### config.mk
export PLATFORM = sky130hd
export DESIGN_NAME = tiered_weighted_random_picker_flat
export DESIGN_NICKNAME = d
export VERILOG_FILES = /design/src/rtl/twrp_pkg.sv /design/src/rtl/twrp_if.sv /design/src/rtl/twrp_table.sv /design/src/rtl/tiered_weighted_random_picker.sv /design/src/flat_wrapper.sv
export SDC_FILE = /design/constraint.sdc
export NUM_CORES = 1
export LEC_CHECK = 0
export BUFFER_PORTS_ARGS = -buffer_cell sky130_fd_sc_hd__buf_2
export CORE_UTILIZATION = 35
export CTS_CLUSTER_SIZE = 40
export DETAILED_ROUTE_END_ITERATION = 8
export PLACE_DENSITY = 0.53
export SETUP_SLACK_MARGIN = 0.05
export SLEW_MARGIN = 30
export SYNTH_ARGS = -nofsm -noshare
export SYNTH_HDL_FRONTEND = slang
export SYNTH_SLANG_ARGS = --single-unit
export TNS_END_PERCENT = 30
### constraint.sdc
create_clock -name clk -period 5.15 [get_ports clk]
set_input_delay 0.515 -clock clk [delete_from_list [all_inputs] [get_ports clk]]
set_output_delay 0.515 -clock clk [all_outputs]
set_load 0.02 [all_outputs]
### src/rtl/twrp_pkg.sv
// ============================================================================
// twrp_pkg
// Shared widths, codes and default sizes for the tiered weighted picker.
// ============================================================================
package twrp_pkg;

    // fixed field widths
    localparam int MODE_W      = 2;
    localparam int TIER_W      = 3;
    localparam int IN_WEIGHT_W = 8;
    localparam int MASK_W      = 16;
    localparam int RAND_W      = 16;
    localparam int STATUS_W    = 2;
    localparam int ENTRY_W     = 4;

    // default sizes
    localparam int DEF_MAX_ENTRIES = 16;
    localparam int DEF_MAX_TIERS   = 8;
    localparam int DEF_WEIGHT_BITS = 8;

    // request modes
    localparam logic [MODE_W-1:0] MODE_CLEAR  = 2'd0;
    localparam logic [MODE_W-1:0] MODE_ADD    = 2'd1;
    localparam logic [MODE_W-1:0] MODE_SELECT = 2'd2;

    // result status codes
    localparam logic [STATUS_W-1:0] STATUS_OK   = 2'd0;
    localparam logic [STATUS_W-1:0] STATUS_NONE = 2'd1;
    localparam logic [STATUS_W-1:0] STATUS_FULL = 2'd2;
    localparam logic [STATUS_W-1:0] STATUS_TIER = 2'd3;

    // reset value of the tier limit
    localparam logic [TIER_W-1:0] HIGHEST_TIER_RST = 3'd7;

endpackage

### src/rtl/twrp_if.sv
// ============================================================================
// twrp_if
// Request and response channels of the tiered weighted picker.
// ============================================================================
interface twrp_req_if;
    logic                                  valid;
    logic                                  ready;
    logic [twrp_pkg::MODE_W-1:0]           mode;
    logic [twrp_pkg::TIER_W-1:0]           entry_tier;
    logic [twrp_pkg::IN_WEIGHT_W-1:0]      entry_weight;
    logic [twrp_pkg::MASK_W-1:0]           eligible_mask;
    logic [twrp_pkg::RAND_W-1:0]           random_value;

    modport source (
        output valid, mode, entry_tier, entry_weight, eligible_mask, random_value,
        input  ready
    );
    modport sink (
        input  valid, mode, entry_tier, entry_weight, eligible_mask, random_value,
        output ready
    );
endinterface

interface twrp_rsp_if;
    logic                                  valid;
    logic                                  ready;
    logic [twrp_pkg::STATUS_W-1:0]         status;
    logic [twrp_pkg::ENTRY_W-1:0]          selected_entry;
    logic [twrp_pkg::TIER_W-1:0]           selected_tier;

    modport source (
        output valid, status, selected_entry, selected_tier,
        input  ready
    );
    modport sink (
        input  valid, status, selected_entry, selected_tier,
        output ready
    );
endinterface

### src/rtl/twrp_table.sv
// ============================================================================
// twrp_table
// Entry table: tier and weight memories, one write and one registered read.
// ============================================================================
module twrp_table #(
    parameter int MAX_ENTRIES = twrp_pkg::DEF_MAX_ENTRIES,
    parameter int WEIGHT_BITS = twrp_pkg::DEF_WEIGHT_BITS
) (
    input  logic                                clk,
    input  logic                                wr_en,
    input  logic [$clog2(MAX_ENTRIES)-1:0]      wr_addr,
    input  logic [twrp_pkg::TIER_W-1:0]         wr_tier,
    input  logic [WEIGHT_BITS-1:0]              wr_weight,
    input  logic [$clog2(MAX_ENTRIES)-1:0]      rd_addr,
    output logic [twrp_pkg::TIER_W-1:0]         rd_tier,
    output logic [WEIGHT_BITS-1:0]              rd_weight
);

    logic [twrp_pkg::TIER_W-1:0] tier_mem   [MAX_ENTRIES];
    logic [WEIGHT_BITS-1:0]      weight_mem [MAX_ENTRIES];

    // write port
    always_ff @(posedge clk)
    begin
        if (wr_en)
        begin
            tier_mem[wr_addr]   <= wr_tier;
            weight_mem[wr_addr] <= wr_weight;
        end
    end

    // registered read port
    always_ff @(posedge clk)
    begin
        rd_tier   <= tier_mem[rd_addr];
        rd_weight <= weight_mem[rd_addr];
    end

endmodule

### src/rtl/tiered_weighted_random_picker.sv
// ============================================================================
// tiered_weighted_random_picker
// Keeps tiered weighted entries and picks one by lottery in the top tier.
// ============================================================================
// clear and add words: request to the finish state, then into the response register, then ready again
// select words: tier scan, then modulo, then pick walk over N = min(entries, 16) table entries
// the single add/subtract unit serves all three steps: one table entry per cycle in the
// tier scan and the pick walk, one remainder bit per cycle in the 16-step modulo
// one word in flight at a time; a finished response may wait while the next word
// is taken; reset empties the table and sets highest_tier to 7
module tiered_weighted_random_picker #(
    parameter int MAX_ENTRIES = twrp_pkg::DEF_MAX_ENTRIES,
    parameter int MAX_TIERS   = twrp_pkg::DEF_MAX_TIERS,
    parameter int WEIGHT_BITS = twrp_pkg::DEF_WEIGHT_BITS
) (
    input  logic                         clk,
    input  logic                         rst_n,
    twrp_req_if.sink                     req,
    twrp_rsp_if.source                   rsp,
    input  logic                         cfg_we,
    input  logic [twrp_pkg::TIER_W-1:0]  cfg_wdata
);

    localparam int AW  = $clog2(MAX_ENTRIES);
    localparam int CW  = $clog2(MAX_ENTRIES + 1);
    localparam int SW  = WEIGHT_BITS + twrp_pkg::ENTRY_W;
    localparam int XW  = SW + 1;
    localparam int IW  = twrp_pkg::ENTRY_W + 1;
    localparam int DCW = $clog2(twrp_pkg::RAND_W);

    localparam logic [2:0] S_IDLE   = 3'd0;
    localparam logic [2:0] S_SCAN   = 3'd1;
    localparam logic [2:0] S_DIV    = 3'd2;
    localparam logic [2:0] S_WALK   = 3'd3;
    localparam logic [2:0] S_FINISH = 3'd4;

    logic [2:0]                         state_reg, state_next;
    logic [CW-1:0]                      count_reg, count_next;
    logic [twrp_pkg::TIER_W-1:0]        hi_tier_reg;
    logic [twrp_pkg::MASK_W-1:0]        mask_reg, mask_next;
    logic [twrp_pkg::RAND_W-1:0]        dvd_reg, dvd_next;
    logic [IW-1:0]                      lim_reg, lim_next;
    logic [IW-1:0]                      idx_reg, idx_next;
    logic                               pend_reg, pend_next;
    logic [twrp_pkg::ENTRY_W-1:0]       pend_idx_reg, pend_idx_next;
    logic                               found_reg, found_next;
    logic [twrp_pkg::TIER_W-1:0]        best_tier_reg, best_tier_next;
    logic [SW-1:0]                      sum_reg, sum_next;
    logic [SW-1:0]                      rem_reg, rem_next;
    logic [DCW-1:0]                     div_cnt_reg, div_cnt_next;
    logic [twrp_pkg::STATUS_W-1:0]      res_status_reg, res_status_next;
    logic [twrp_pkg::ENTRY_W-1:0]       res_entry_reg, res_entry_next;
    logic [twrp_pkg::TIER_W-1:0]        res_tier_reg, res_tier_next;
    logic                               out_valid_reg;
    logic [twrp_pkg::STATUS_W-1:0]      out_status_reg;
    logic [twrp_pkg::ENTRY_W-1:0]       out_entry_reg;
    logic [twrp_pkg::TIER_W-1:0]        out_tier_reg;

    logic                               req_fire;
    logic                               out_load;
    logic                               tier_bad;
    logic                               table_full;
    logic                               wr_en;
    logic [twrp_pkg::TIER_W-1:0]        rd_tier;
    logic [WEIGHT_BITS-1:0]             rd_weight;
    logic                               pend_elig;
    logic                               issue;

    logic [XW-1:0]                      alu_a;
    logic [XW-1:0]                      alu_b;
    logic                               alu_sub;
    logic [XW:0]                        alu_res;
    logic                               alu_carry;

    // entry table
    twrp_table #(
        .MAX_ENTRIES (MAX_ENTRIES),
        .WEIGHT_BITS (WEIGHT_BITS)
    ) u_table (
        .clk       (clk),
        .wr_en     (wr_en),
        .wr_addr   (AW'(count_reg)),
        .wr_tier   (req.entry_tier),
        .wr_weight (WEIGHT_BITS'(req.entry_weight)),
        .rd_addr   (AW'(idx_reg)),
        .rd_tier   (rd_tier),
        .rd_weight (rd_weight)
    );

    // handshake and add checks
    assign req.ready  = (state_reg == S_IDLE);
    assign req_fire   = req.valid && req.ready;
    assign out_load   = (state_reg == S_FINISH) && (!out_valid_reg || rsp.ready);
    assign tier_bad   = (req.entry_tier > hi_tier_reg) || (32'(req.entry_tier) >= MAX_TIERS);
    assign table_full = (32'(count_reg) >= MAX_ENTRIES);
    assign wr_en      = req_fire && (req.mode == twrp_pkg::MODE_ADD) && !tier_bad && !table_full;
    assign pend_elig  = pend_reg && mask_reg[pend_idx_reg];
    assign issue      = (idx_reg < lim_reg);

    // shared add/subtract unit
    always_comb
    begin
        alu_a   = '0;
        alu_b   = '0;
        alu_sub = 1'b0;
        unique case (state_reg)
            S_SCAN:
            begin
                alu_a = {1'b0, sum_reg};
                alu_b = XW'(rd_weight);
            end
            S_DIV:
            begin
                alu_a   = {rem_reg, dvd_reg[twrp_pkg::RAND_W-1]};
                alu_b   = {1'b0, sum_reg};
                alu_sub = 1'b1;
            end
            S_WALK:
            begin
                alu_a   = {1'b0, rem_reg};
                alu_b   = XW'(rd_weight);
                alu_sub = 1'b1;
            end
            default:
            begin
                alu_a = '0;
            end
        endcase
    end

    assign alu_res   = {1'b0, alu_a} + {1'b0, (alu_sub ? ~alu_b : alu_b)} + (XW+1)'(alu_sub);
    assign alu_carry = alu_res[XW];

    // sequencer
    always_comb
    begin
        state_next      = state_reg;
        count_next      = count_reg;
        mask_next       = mask_reg;
        dvd_next        = dvd_reg;
        lim_next        = lim_reg;
        idx_next        = idx_reg;
        pend_next       = pend_reg;
        pend_idx_next   = pend_idx_reg;
        found_next      = found_reg;
        best_tier_next  = best_tier_reg;
        sum_next        = sum_reg;
        rem_next        = rem_reg;
        div_cnt_next    = div_cnt_reg;
        res_status_next = res_status_reg;
        res_entry_next  = res_entry_reg;
        res_tier_next   = res_tier_reg;
        unique case (state_reg)
            S_IDLE:
            begin
                if (req_fire)
                begin
                    res_status_next = twrp_pkg::STATUS_OK;
                    res_entry_next  = '0;
                    res_tier_next   = '0;
                    priority if (req.mode == twrp_pkg::MODE_CLEAR)
                    begin
                        count_next = '0;
                        state_next = S_FINISH;
                    end
                    else if (req.mode == twrp_pkg::MODE_ADD)
                    begin
                        priority if (tier_bad)
                        begin
                            res_status_next = twrp_pkg::STATUS_TIER;
                        end
                        else if (table_full)
                        begin
                            res_status_next = twrp_pkg::STATUS_FULL;
                        end
                        else
                        begin
                            res_entry_next = twrp_pkg::ENTRY_W'(count_reg);
                            res_tier_next  = req.entry_tier;
                            count_next     = count_reg + CW'(1);
                        end
                        state_next = S_FINISH;
                    end
                    else
                    begin
                        mask_next  = req.eligible_mask;
                        dvd_next   = req.random_value;
                        lim_next   = (32'(count_reg) > twrp_pkg::MASK_W)
                                     ? IW'(twrp_pkg::MASK_W) : IW'(count_reg);
                        idx_next   = '0;
                        pend_next  = 1'b0;
                        found_next = 1'b0;
                        sum_next   = '0;
                        state_next = S_SCAN;
                    end
                end
            end
            S_SCAN:
            begin
                // find the top tier with weight and its total
                pend_next     = issue;
                pend_idx_next = twrp_pkg::ENTRY_W'(idx_reg);
                if (issue)
                begin
                    idx_next = idx_reg + IW'(1);
                end
                if (pend_elig && (rd_weight != '0))
                begin
                    if (!found_reg || (rd_tier > best_tier_reg))
                    begin
                        found_next     = 1'b1;
                        best_tier_next = rd_tier;
                        sum_next       = SW'(rd_weight);
                    end
                    else if (rd_tier == best_tier_reg)
                    begin
                        sum_next = alu_res[SW-1:0];
                    end
                end
                if (!issue && !pend_reg)
                begin
                    if (found_reg)
                    begin
                        rem_next     = '0;
                        div_cnt_next = '0;
                        state_next   = S_DIV;
                    end
                    else
                    begin
                        res_status_next = twrp_pkg::STATUS_NONE;
                        state_next      = S_FINISH;
                    end
                end
            end
            S_DIV:
            begin
                // restoring remainder, one bit per cycle
                rem_next     = alu_carry ? alu_res[SW-1:0] : alu_a[SW-1:0];
                dvd_next     = {dvd_reg[twrp_pkg::RAND_W-2:0], 1'b0};
                div_cnt_next = div_cnt_reg + DCW'(1);
                if (div_cnt_reg == DCW'(twrp_pkg::RAND_W - 1))
                begin
                    idx_next   = '0;
                    pend_next  = 1'b0;
                    state_next = S_WALK;
                end
            end
            S_WALK:
            begin
                // count the remainder down through the chosen tier
                pend_next     = issue;
                pend_idx_next = twrp_pkg::ENTRY_W'(idx_reg);
                if (issue)
                begin
                    idx_next = idx_reg + IW'(1);
                end
                if (pend_elig && (rd_tier == best_tier_reg))
                begin
                    if (!alu_carry)
                    begin
                        res_status_next = twrp_pkg::STATUS_OK;
                        res_entry_next  = pend_idx_reg;
                        res_tier_next   = best_tier_reg;
                        state_next      = S_FINISH;
                    end
                    else
                    begin
                        rem_next = alu_res[SW-1:0];
                    end
                end
                else if (!issue && !pend_reg)
                begin
                    res_status_next = twrp_pkg::STATUS_NONE;
                    state_next      = S_FINISH;
                end
            end
            S_FINISH:
            begin
                if (out_load)
                begin
                    state_next = S_IDLE;
                end
            end
            default:
            begin
                state_next = S_IDLE;
            end
        endcase
    end

    // control registers
    always_ff @(posedge clk or negedge rst_n)
    begin
        if (!rst_n)
        begin
            state_reg     <= S_IDLE;
            count_reg     <= '0;
            hi_tier_reg   <= twrp_pkg::HIGHEST_TIER_RST;
            pend_reg      <= 1'b0;
            found_reg     <= 1'b0;
            out_valid_reg <= 1'b0;
        end
        else
        begin
            state_reg <= state_next;
            count_reg <= count_next;
            pend_reg  <= pend_next;
            found_reg <= found_next;
            if (cfg_we)
            begin
                hi_tier_reg <= cfg_wdata;
            end
            if (out_load)
            begin
                out_valid_reg <= 1'b1;
            end
            else if (rsp.ready)
            begin
                out_valid_reg <= 1'b0;
            end
        end
    end

    // datapath registers
    always_ff @(posedge clk)
    begin
        mask_reg       <= mask_next;
        dvd_reg        <= dvd_next;
        lim_reg        <= lim_next;
        idx_reg        <= idx_next;
        pend_idx_reg   <= pend_idx_next;
        best_tier_reg  <= best_tier_next;
        sum_reg        <= sum_next;
        rem_reg        <= rem_next;
        div_cnt_reg    <= div_cnt_next;
        res_status_reg <= res_status_next;
        res_entry_reg  <= res_entry_next;
        res_tier_reg   <= res_tier_next;
        if (out_load)
        begin
            out_status_reg <= res_status_reg;
            out_entry_reg  <= res_entry_reg;
            out_tier_reg   <= res_tier_reg;
        end
    end

    // response channel
    assign rsp.valid          = out_valid_reg;
    assign rsp.status         = out_status_reg;
    assign rsp.selected_entry = out_entry_reg;
    assign rsp.selected_tier  = out_tier_reg;

endmodule

### src/flat_wrapper.sv
// flat-port wrapper written by rule: the top's interface ports become plain ports
module tiered_weighted_random_picker_flat 
#(
    parameter int MAX_ENTRIES = twrp_pkg::DEF_MAX_ENTRIES,
    parameter int MAX_TIERS   = twrp_pkg::DEF_MAX_TIERS,
    parameter int WEIGHT_BITS = twrp_pkg::DEF_WEIGHT_BITS
)
  (clk, rst_n, cfg_we, cfg_wdata, req_valid, req_mode, req_entry_tier, req_entry_weight, req_eligible_mask, req_random_value, req_ready, rsp_valid, rsp_status, rsp_selected_entry, rsp_selected_tier, rsp_ready);
  twrp_req_if req_i ();
  twrp_rsp_if rsp_i ();
  input  logic clk;
  input  logic rst_n;
  input  logic cfg_we;
  input  logic [twrp_pkg::TIER_W-1:0] cfg_wdata;
  input wire logic [$bits(req_i.valid)-1:0] req_valid;
  input wire logic [$bits(req_i.mode)-1:0] req_mode;
  input wire logic [$bits(req_i.entry_tier)-1:0] req_entry_tier;
  input wire logic [$bits(req_i.entry_weight)-1:0] req_entry_weight;
  input wire logic [$bits(req_i.eligible_mask)-1:0] req_eligible_mask;
  input wire logic [$bits(req_i.random_value)-1:0] req_random_value;
  output wire logic [$bits(req_i.ready)-1:0] req_ready;
  output wire logic [$bits(rsp_i.valid)-1:0] rsp_valid;
  output wire logic [$bits(rsp_i.status)-1:0] rsp_status;
  output wire logic [$bits(rsp_i.selected_entry)-1:0] rsp_selected_entry;
  output wire logic [$bits(rsp_i.selected_tier)-1:0] rsp_selected_tier;
  input wire logic [$bits(rsp_i.ready)-1:0] rsp_ready;
  assign req_i.valid = req_valid;
  assign req_i.mode = req_mode;
  assign req_i.entry_tier = req_entry_tier;
  assign req_i.entry_weight = req_entry_weight;
  assign req_i.eligible_mask = req_eligible_mask;
  assign req_i.random_value = req_random_value;
  assign req_ready = req_i.ready;
  assign rsp_valid = rsp_i.valid;
  assign rsp_status = rsp_i.status;
  assign rsp_selected_entry = rsp_i.selected_entry;
  assign rsp_selected_tier = rsp_i.selected_tier;
  assign rsp_i.ready = rsp_ready;
  tiered_weighted_random_picker #(.MAX_ENTRIES(MAX_ENTRIES), .MAX_TIERS(MAX_TIERS), .WEIGHT_BITS(WEIGHT_BITS)) u_core (.clk(clk), .rst_n(rst_n), .req(req_i), .rsp(rsp_i), .cfg_we(cfg_we), .cfg_wdata(cfg_wdata));
endmodule
==> results of run 1 <==
kinds of logic (layout without fill, tap and decap cells):
family	after synthesis	after routing	share of synthesized area (%)
flops	296	296	66.17
simple gates	268	268	8.866
compound gates	111	111	5.540
mux	100	100	13.33
buf+inv	71	168	2.347
fa+ha+maj	29	29	2.813
xor+xnor	14	14	0.9313
critical path: stages, from the launching register on:
cell	delay, ns
dfrtp_2	0.92
mux2_2	0.42
a21oi_1	0.14
nor2_1	0.05
ha_1	0.42
nand2_1	0.14
nor2_1	0.31
nor3_1	0.08
nor2_1	0.30
nand2_1	0.18
o31ai_2	0.48
buf_4	0.28
per-stage QoR:
step | setup WS, ns | area, sq um
after floorplan | 0.9210 | 13170
after detailed placement | 1.177 | 14060
after global placement | 1.205 | 14060
after global routing | 0.7170 | 15220
after CTS | 1.117 | 15220
final | 1.090 | 15220
metal layers:
metal  up-vias  global-route usage [%]  share of wire, %
met3        48                   2.613               3.8
met5         -                       0             0.081
met1      3708                   21.01                47
li1       3516                       -                 -
met2       132                   24.91                47
met4         4                   4.109               2.1
cells in the final DEF, fill, tap and decap left out, types with 26 or more instances in the layout:
| cell | n |
|---|---|
| inv_1 | 26 |
| edfxtp_1 | 271 |
| nand2_1 | 100 |
| clkbuf_16 | 30 |
| mux2i_1 | 28 |
| a21oi_1 | 45 |
| mux4_2 | 59 |
| nor2_1 | 90 |
| ha_1 | 28 |
| buf_2 | 63 |
Yosys cell counts (14+ instances only):
cell type  number
nor2_1         94
mux4_2         59
mux2i_1        28
clkbuf_1       28
nand3_1        14
a21oi_1        46
nand2_1       100
inv_1          26
ha_1           28
edfxtp_1      271
o21ai_0        15
cell type report:
type                       count  share of cell area (%)
timing repair buffer          86                   3.246
sequential                   296                   57.23
multi-input combinational    522                   27.51
clock buffer                  31                   5.021
tap                          468                   3.846
clock inverter                25                   2.498
inverter                      26                  0.6410
report_power, final:
| part | switching, mW | total, mW | internal [mW] | leakage (nW) |
|---|---|---|---|---|
| logic | 1.42 | 2.55 | 1.12 | 2.21 |
| clock network | 0.961 | 2.46 | 1.50 | 0.545 |
| registers | 0.271 | 3.29 | 3.01 | 2.73 |
final timing paths:
check,start,to,cells after the start
worst max-delay path,u_core.state_reg[0],u_core.rem_reg[10],11
max in group asynchronous,rst_n,u_core.state_reg[0],2
min in group asynchronous,rst_n,u_core.pend_reg,2
worst min-delay path,cfg_we,u_core.hi_tier_reg[1],2
worst min register to register,u_core.res_entry_reg[1],u_core.rsp.selected_entry[1],0
worst max register to register,u_core.state_reg[0],u_core.rem_reg[10],11
==> summary.md, run 1 <==
| Metric | Value |
|---|---|
| Final setup violation count | `0` |
| Max reg flops | `128` |
| Biggest regs | `u_core.u_table.weight_mem (128), u_core.u_table.tier_mem (48)` |
| Unrepaired setup endpoints after global routing | `false` |
| Hold buffer count at CTS | `1` |
| Syn_area_per_cell | `14.81 sq um` |
| Vias in the first global route | `7476` |
| # rows | `70` |
| Yosys top cell by area | `edfxtp_1` |
| Worst Skew | `0.05093 ns` |
| Leakage | `5.489 nW` |
| Drt first pass iters | `5` |
| Worst-path fanout max | `40` |
| Cts repair resizes | `0` |
| Hold Slack | `0.1163 ns` |
| Slew Viols, Final | `0` |
| Initial antenna violation count | `2` |
| Final wirelength | `between 20000 and 30000 microns` |
| Share of cells above drive strength 1 | `23.94%` |
| Maximum vdd drop | `approximately 0.00027 V` |
| Critical path capture point type | `register` |
| Ys flop type | `edfxtp_1` |
| Number of enable flip-flop cells after synthesis | `271` |
| WL per Instance | `19.49 microns` |
| Tightest Pin Transition | `0.9909 ns` |
| TritonCTS clock tree | `built` |
| Endpoints failing hold | `0` |
| CTS H-tree lvls | `1` |
| Gr ovfl total | `0` |
| Startpoint Class | `register` |
| Clock latency on the worst-skew pair | `0.60 ns` |
| Clk slew on worst S/H paths | `0.06 ns` |
| IO Count | `64` |
| Status | `completed` |
| Count of state elements after synthesis | `296` |
| Register area share after synthesis | `66.17%` |
| Gp weighted congestion | `0.7963` |
| Max-cap violations | `0` |
| PD cells | `544.5 mW/mm^2` |
| DR vias | `7408` |
| Drc violations | `0` |
| Core Area | `0.03679 sq mm` |
| Syn. warnings | `0` |
| CTS buffer count | `30` |
| Worst min path class | `input port to register` |
| Area grow syn2layout | `15.63%` |
| Synth unique cells | `59` |
| Largest net degree at the start of global routing | `52` |
| Detail Placement HPWL | `17830 microns` |
| Die ar. | `0.03840 sq mm` |
| Fin Setup TNS | `0 ns` |
| Die width | `196.0 microns` |
| Post-synth top area share | `between 60% and 70%` |
| Layout filler cell count | `3383` |
| Cell Area, Synth | `0.01317 sq mm` |
| Clock period minus worst slack | `4.060 ns` |
| Iteration-0 DRC Markers | `about 430` |
| Clock Tree Buf Depth | `3` |
| # diodes | `0` |
| Area of the multi-input gates | `0.004189 sq mm` |
| Final ANT Viol Nets | `0` |
| Reg with most FFs | `u_core.u_table.weight_mem` |
| Number of I/O port buffers | `63` |
| WS Path Type | `register to register` |
| First-pass GRT wire length | `between 40000 and 50000 microns` |
| Syn Inst Count | `889` |
| Post-route insts no fill | `1454` |
| Gr usage total | `15.24%` |
| Register Area | `roughly 0.0087 sq mm` |
| Fin nets | `1044` |
| Util after Layout | `41.39%` |
| Period utilization | `approximately four fifths` |
| Initial Util | `a little over a third` |
| Max Freq | `246.3 MHz` |
| Syn nets | `971` |
| Asr flop ratio synth | `4.730%` |
| Slew HR | `33.94%` |
| Die height | `196.0 microns` |
| Worst EP required | `about 5.4 ns` |
| Synth top area cells | `edfxtp_1 62%, mux4_2 10%, nand2_1 2.9%` |
| Reg2reg setup slack | `around 1.1 ns` |
| Dpl cells | `1397` |
| Final Power | `8.290 mW` |
| Arrival @ worst endpoint | `around 4.3 ns` |
| Vias per cell | `5.095` |
| Postcts setup bufs | `0` |
| Clk root buf | `clkbuf_16` |
| # clock sinks | `a little under 300` |
Note: power is estimated with default switching activity, not from simulation.
==> run 2: changes to the inputs <==
Settings changed: PLACE_DENSITY 0.53 to 0.55.
Clock period 5.15 ns to 3.7 ns, I/O delays scaled along.
==> run 2 against run 1 <==
Net effect: core utilization up 0.69 points; register-to-register slack worse by 0.85 ns; largest cell class unchanged; combinational power up 49%; worst hold slack worse by 0.099 ns; clock-buffer cell count up 7; routed wire length up 2.7%; sequential cell count unchanged; cell count up 3.0%; sequential power up 37%; sequential share of layout area down 0.93 points; via count up 2.4%.
==> summary.md, run 2 (synthesis results as in run 1) <==
| Metric | Value |
|---|---|
| Dpl cells | `1419 (+1.6%)` |
| # clock sinks | `296 (unchanged)` |
| Die width | `196.0 microns (unchanged)` |
| Endpoints failing hold | `0 (unchanged)` |
| Worst Skew | `0.02249 ns (-0.02844 ns)` |
| Fin nets | `1086 (+4.0%)` |
| Clock Tree Buf Depth | `3 (unchanged)` |
| WL per Instance | `19.45 microns (-0.21%)` |
| Final Power | `11.37 mW (+37%)` |
| Gr ovfl total | `0 (unchanged)` |
| WS Path Type | `register to register` |
| Final wirelength | `29120 microns (+2.7%)` |
| Sequential share of power | `39.6% (about the same)` |
| Die height | `196.0 microns (unchanged)` |
| Slew HR | `43.34% (+9.4 points)` |
| Detail Placement HPWL | `18460 microns (+3.5%)` |
| # rows | `70 (unchanged)` |
| Leakage | `5.638 nW (+2.7%)` |
| First-pass GRT wire length | `45020 microns (+1.2%)` |
| Largest net degree at the start of global routing | `48 (-7.7%)` |
| Clock network power share | `26.9% (-2.7 points)` |
| CTS buffer count | `30 (unchanged)` |
| Core Area | `0.03679 sq mm (unchanged)` |
| TritonCTS clock tree | `built` |
| IO Count | `64 (unchanged)` |
| Worst EP required | `3.97 ns (-1.44 ns)` |
| Clk root buf | `clkbuf_16` |
| P_int | `7.661 mW (+36%)` |
| Status | `completed` |
| DR vias | `7584 (+2.4%)` |
| CP Cell Sequence | `mux2_2, a21oi_1, nor2_1, ha_1, a21oi_4, o21ai_2, or3_1, a211o_4, a21oi_1, nand2_1, nand2_2` |
| Commonest non-fill, non-tap cell in the layout | `edfxtp_1` |
| Worst min path class | `input port to register` |
| P_sw | `3.708 mW (+40%)` |
| Gr usage total | `15.41% (+0.16 points)` |
| Combinational Power Share | `33.5% (+2.8 points)` |
| Drt first pass iters | `5 (unchanged)` |
| Critical path capture point type | `register` |
| Final ANT Viol Nets | `0 (unchanged)` |
| Initial antenna violation count | `1 (-1)` |
| Clock latency on the worst-skew pair | `0.59 ns (about the same)` |
| Vias in the first global route | `7659 (+2.4%)` |
| Startpoint Class | `register` |
| Area grow syn2layout | `17.57%` |
| Biggest regs | `u_core.u_table.weight_mem (128), u_core.u_table.tier_mem (48)` |
| Max Freq | `289.1 MHz (+17%)` |
| CTS H-tree lvls | `1 (unchanged)` |
| Slew Viols, Final | `0 (unchanged)` |
| Initial Util | `35.79% (unchanged)` |
| Period utilization | `93.49% (+15 points)` |
| Max reg flops | `128 (unchanged)` |
| Arrival @ worst endpoint | `3.73 ns (-0.59 ns)` |
| Share of cells above drive strength 1 | `23.83% (-0.10 points)` |
| Final setup violation count | `0 (unchanged)` |
| Number of I/O port buffers | `63 (unchanged)` |
| Cell mode on critical path | `a21oi_1` |
| Tightest Pin Transition | `0.8489 ns (-0.1420 ns)` |
| Max-cap violations | `0 (unchanged)` |
| Unrepaired setup endpoints after global routing | `false` |
| Largest stage delay, worst path | `0.55 ns (-0.37 ns)` |
| Drc violations | `0 (unchanged)` |
| Worst-path fanout max | `12 (-70%)` |
| Maximum vdd drop | `0.0004668 V (+71%)` |
| Gp weighted congestion | `0.7962 (about the same)` |
| Clk slew on worst S/H paths | `0.06 ns (about the same)` |
| Fin Setup TNS | `0 ns (unchanged)` |
| Reg with most FFs | `u_core.u_table.weight_mem` |
| Clock period minus worst slack | `3.459 ns (-0.6008 ns)` |
| Die ar. | `0.03840 sq mm (unchanged)` |
| PD cells | `734.5 mW/mm^2 (+35%)` |
| Iteration-0 DRC Markers | `542 (+27%)` |
| Slowest CP cell | `dfrtp_4` |
| Net Sw Frac | `32.62% (+0.59 points)` |
| Vias per cell | `5.066 (-0.56%)` |
| Post-route insts no fill | `1497 (+3.0%)` |
| Most frequent cells in the layout | `271 x edfxtp_1, 99 x nand2_1, 93 x nor2_1` |
run 2: cell count changes in the layout (fill, tap and decap cells not counted), sizes merged:
| cell | change |
|---|---|
| clkbuf | +7 |
| diode | +1 |
| bufinv | -5 |
| inv | -2 |
| clkinv | +4 |
| clkinvlp | -4 |
| dlygate4sd3 | +19 |
| buf | +23 |
run 2: final timing paths:
check | start | to | slack, ns | depth (start not counted)
max reg2reg | u_core.state_reg[0] | u_core.res_entry_reg[2] | 0.24 | 11
max in group asynchronous | rst_n | u_core.hi_tier_reg[2] | 3.15 | 2
min | cfg_wdata[2] | u_core.hi_tier_reg[2] | 0.02 | 3
min reg2reg | u_core.res_tier_reg[1] | u_core.rsp.selected_tier[1] | 0.41 | 0
min in group asynchronous | rst_n | u_core.count_reg[1] | 0.24 | 2
max | u_core.state_reg[0] | u_core.res_entry_reg[2] | 0.24 | 11
run 2: critical path, delay by kind of cell (launching register included):
| kind | cells | cell delay (ns) |
|---|---|---|
| compound gates | 5 | 1.07 |
| fa+ha+maj | 1 | 0.38 |
| flops | 1 | 0.55 |
| mux | 1 | 0.36 |
| simple gates | 4 | 0.79 |
run 2: layout make-up:
class,count,area (sq um)
diodes,1,2.502
clock buffers,38,820.8
clock inverters,18,186.4
fillers,3310,21310
inverters,26,97.59
multi-input cells,522,4189
flip-flops and latches,296,8716
well taps,468,585.6
repair buffers,128,882.1
run 2: power groups by stage:
stage | Clock, mW | Sequential, mW | Combinational (mW)
6_report | 3.06 | 4.50 | 3.81
5_1_grt | 3.26 | 4.55 | 4.21
2_1_floorplan | 0 | 4.47 | 2.84
4_1_cts | 3.13 | 4.51 | 3.82
3_5_place_dp | 0 | 4.58 | 3.78
3_3_place_gp | 0 | 4.57 | 3.73
run 2: repair_timing:
action / 4_1_cts / 5_1_grt
setup buffers: 0 / 1
setup endpoints to repair: 0 / 34
hold buffers: 20 / 0
hold endpoints to repair: 33 / 0
gates resized for setup: 0 / 4
run 2: per-layer routing:
metal | vias to the layer above | routed length (microns) | GRT usage (%)
met2 | 170 | 14270 | 26.16
met5 | - | 13 | 0
met4 | 2 | 706 | 4.369
met1 | 3765 | 12990 | 20.47
met3 | 53 | 1139 | 2.390
li1 | 3594 | - | -
run 2: stage by stage:
step	hold WS, ns	instance area [sq um]	utilization (%)	worst slack [ns]
finish	0.01770	15480	42.08	0.2410
global route	0.008278	15480	42.07	0.07402
CTS	0.001273	15460	42.02	0.1002
detailed placement	0.3116	14250	38.73	0.1207
global placement	0.3084	14230	38.68	0.1527
floorplan	0.07441	13190	-	0.07435
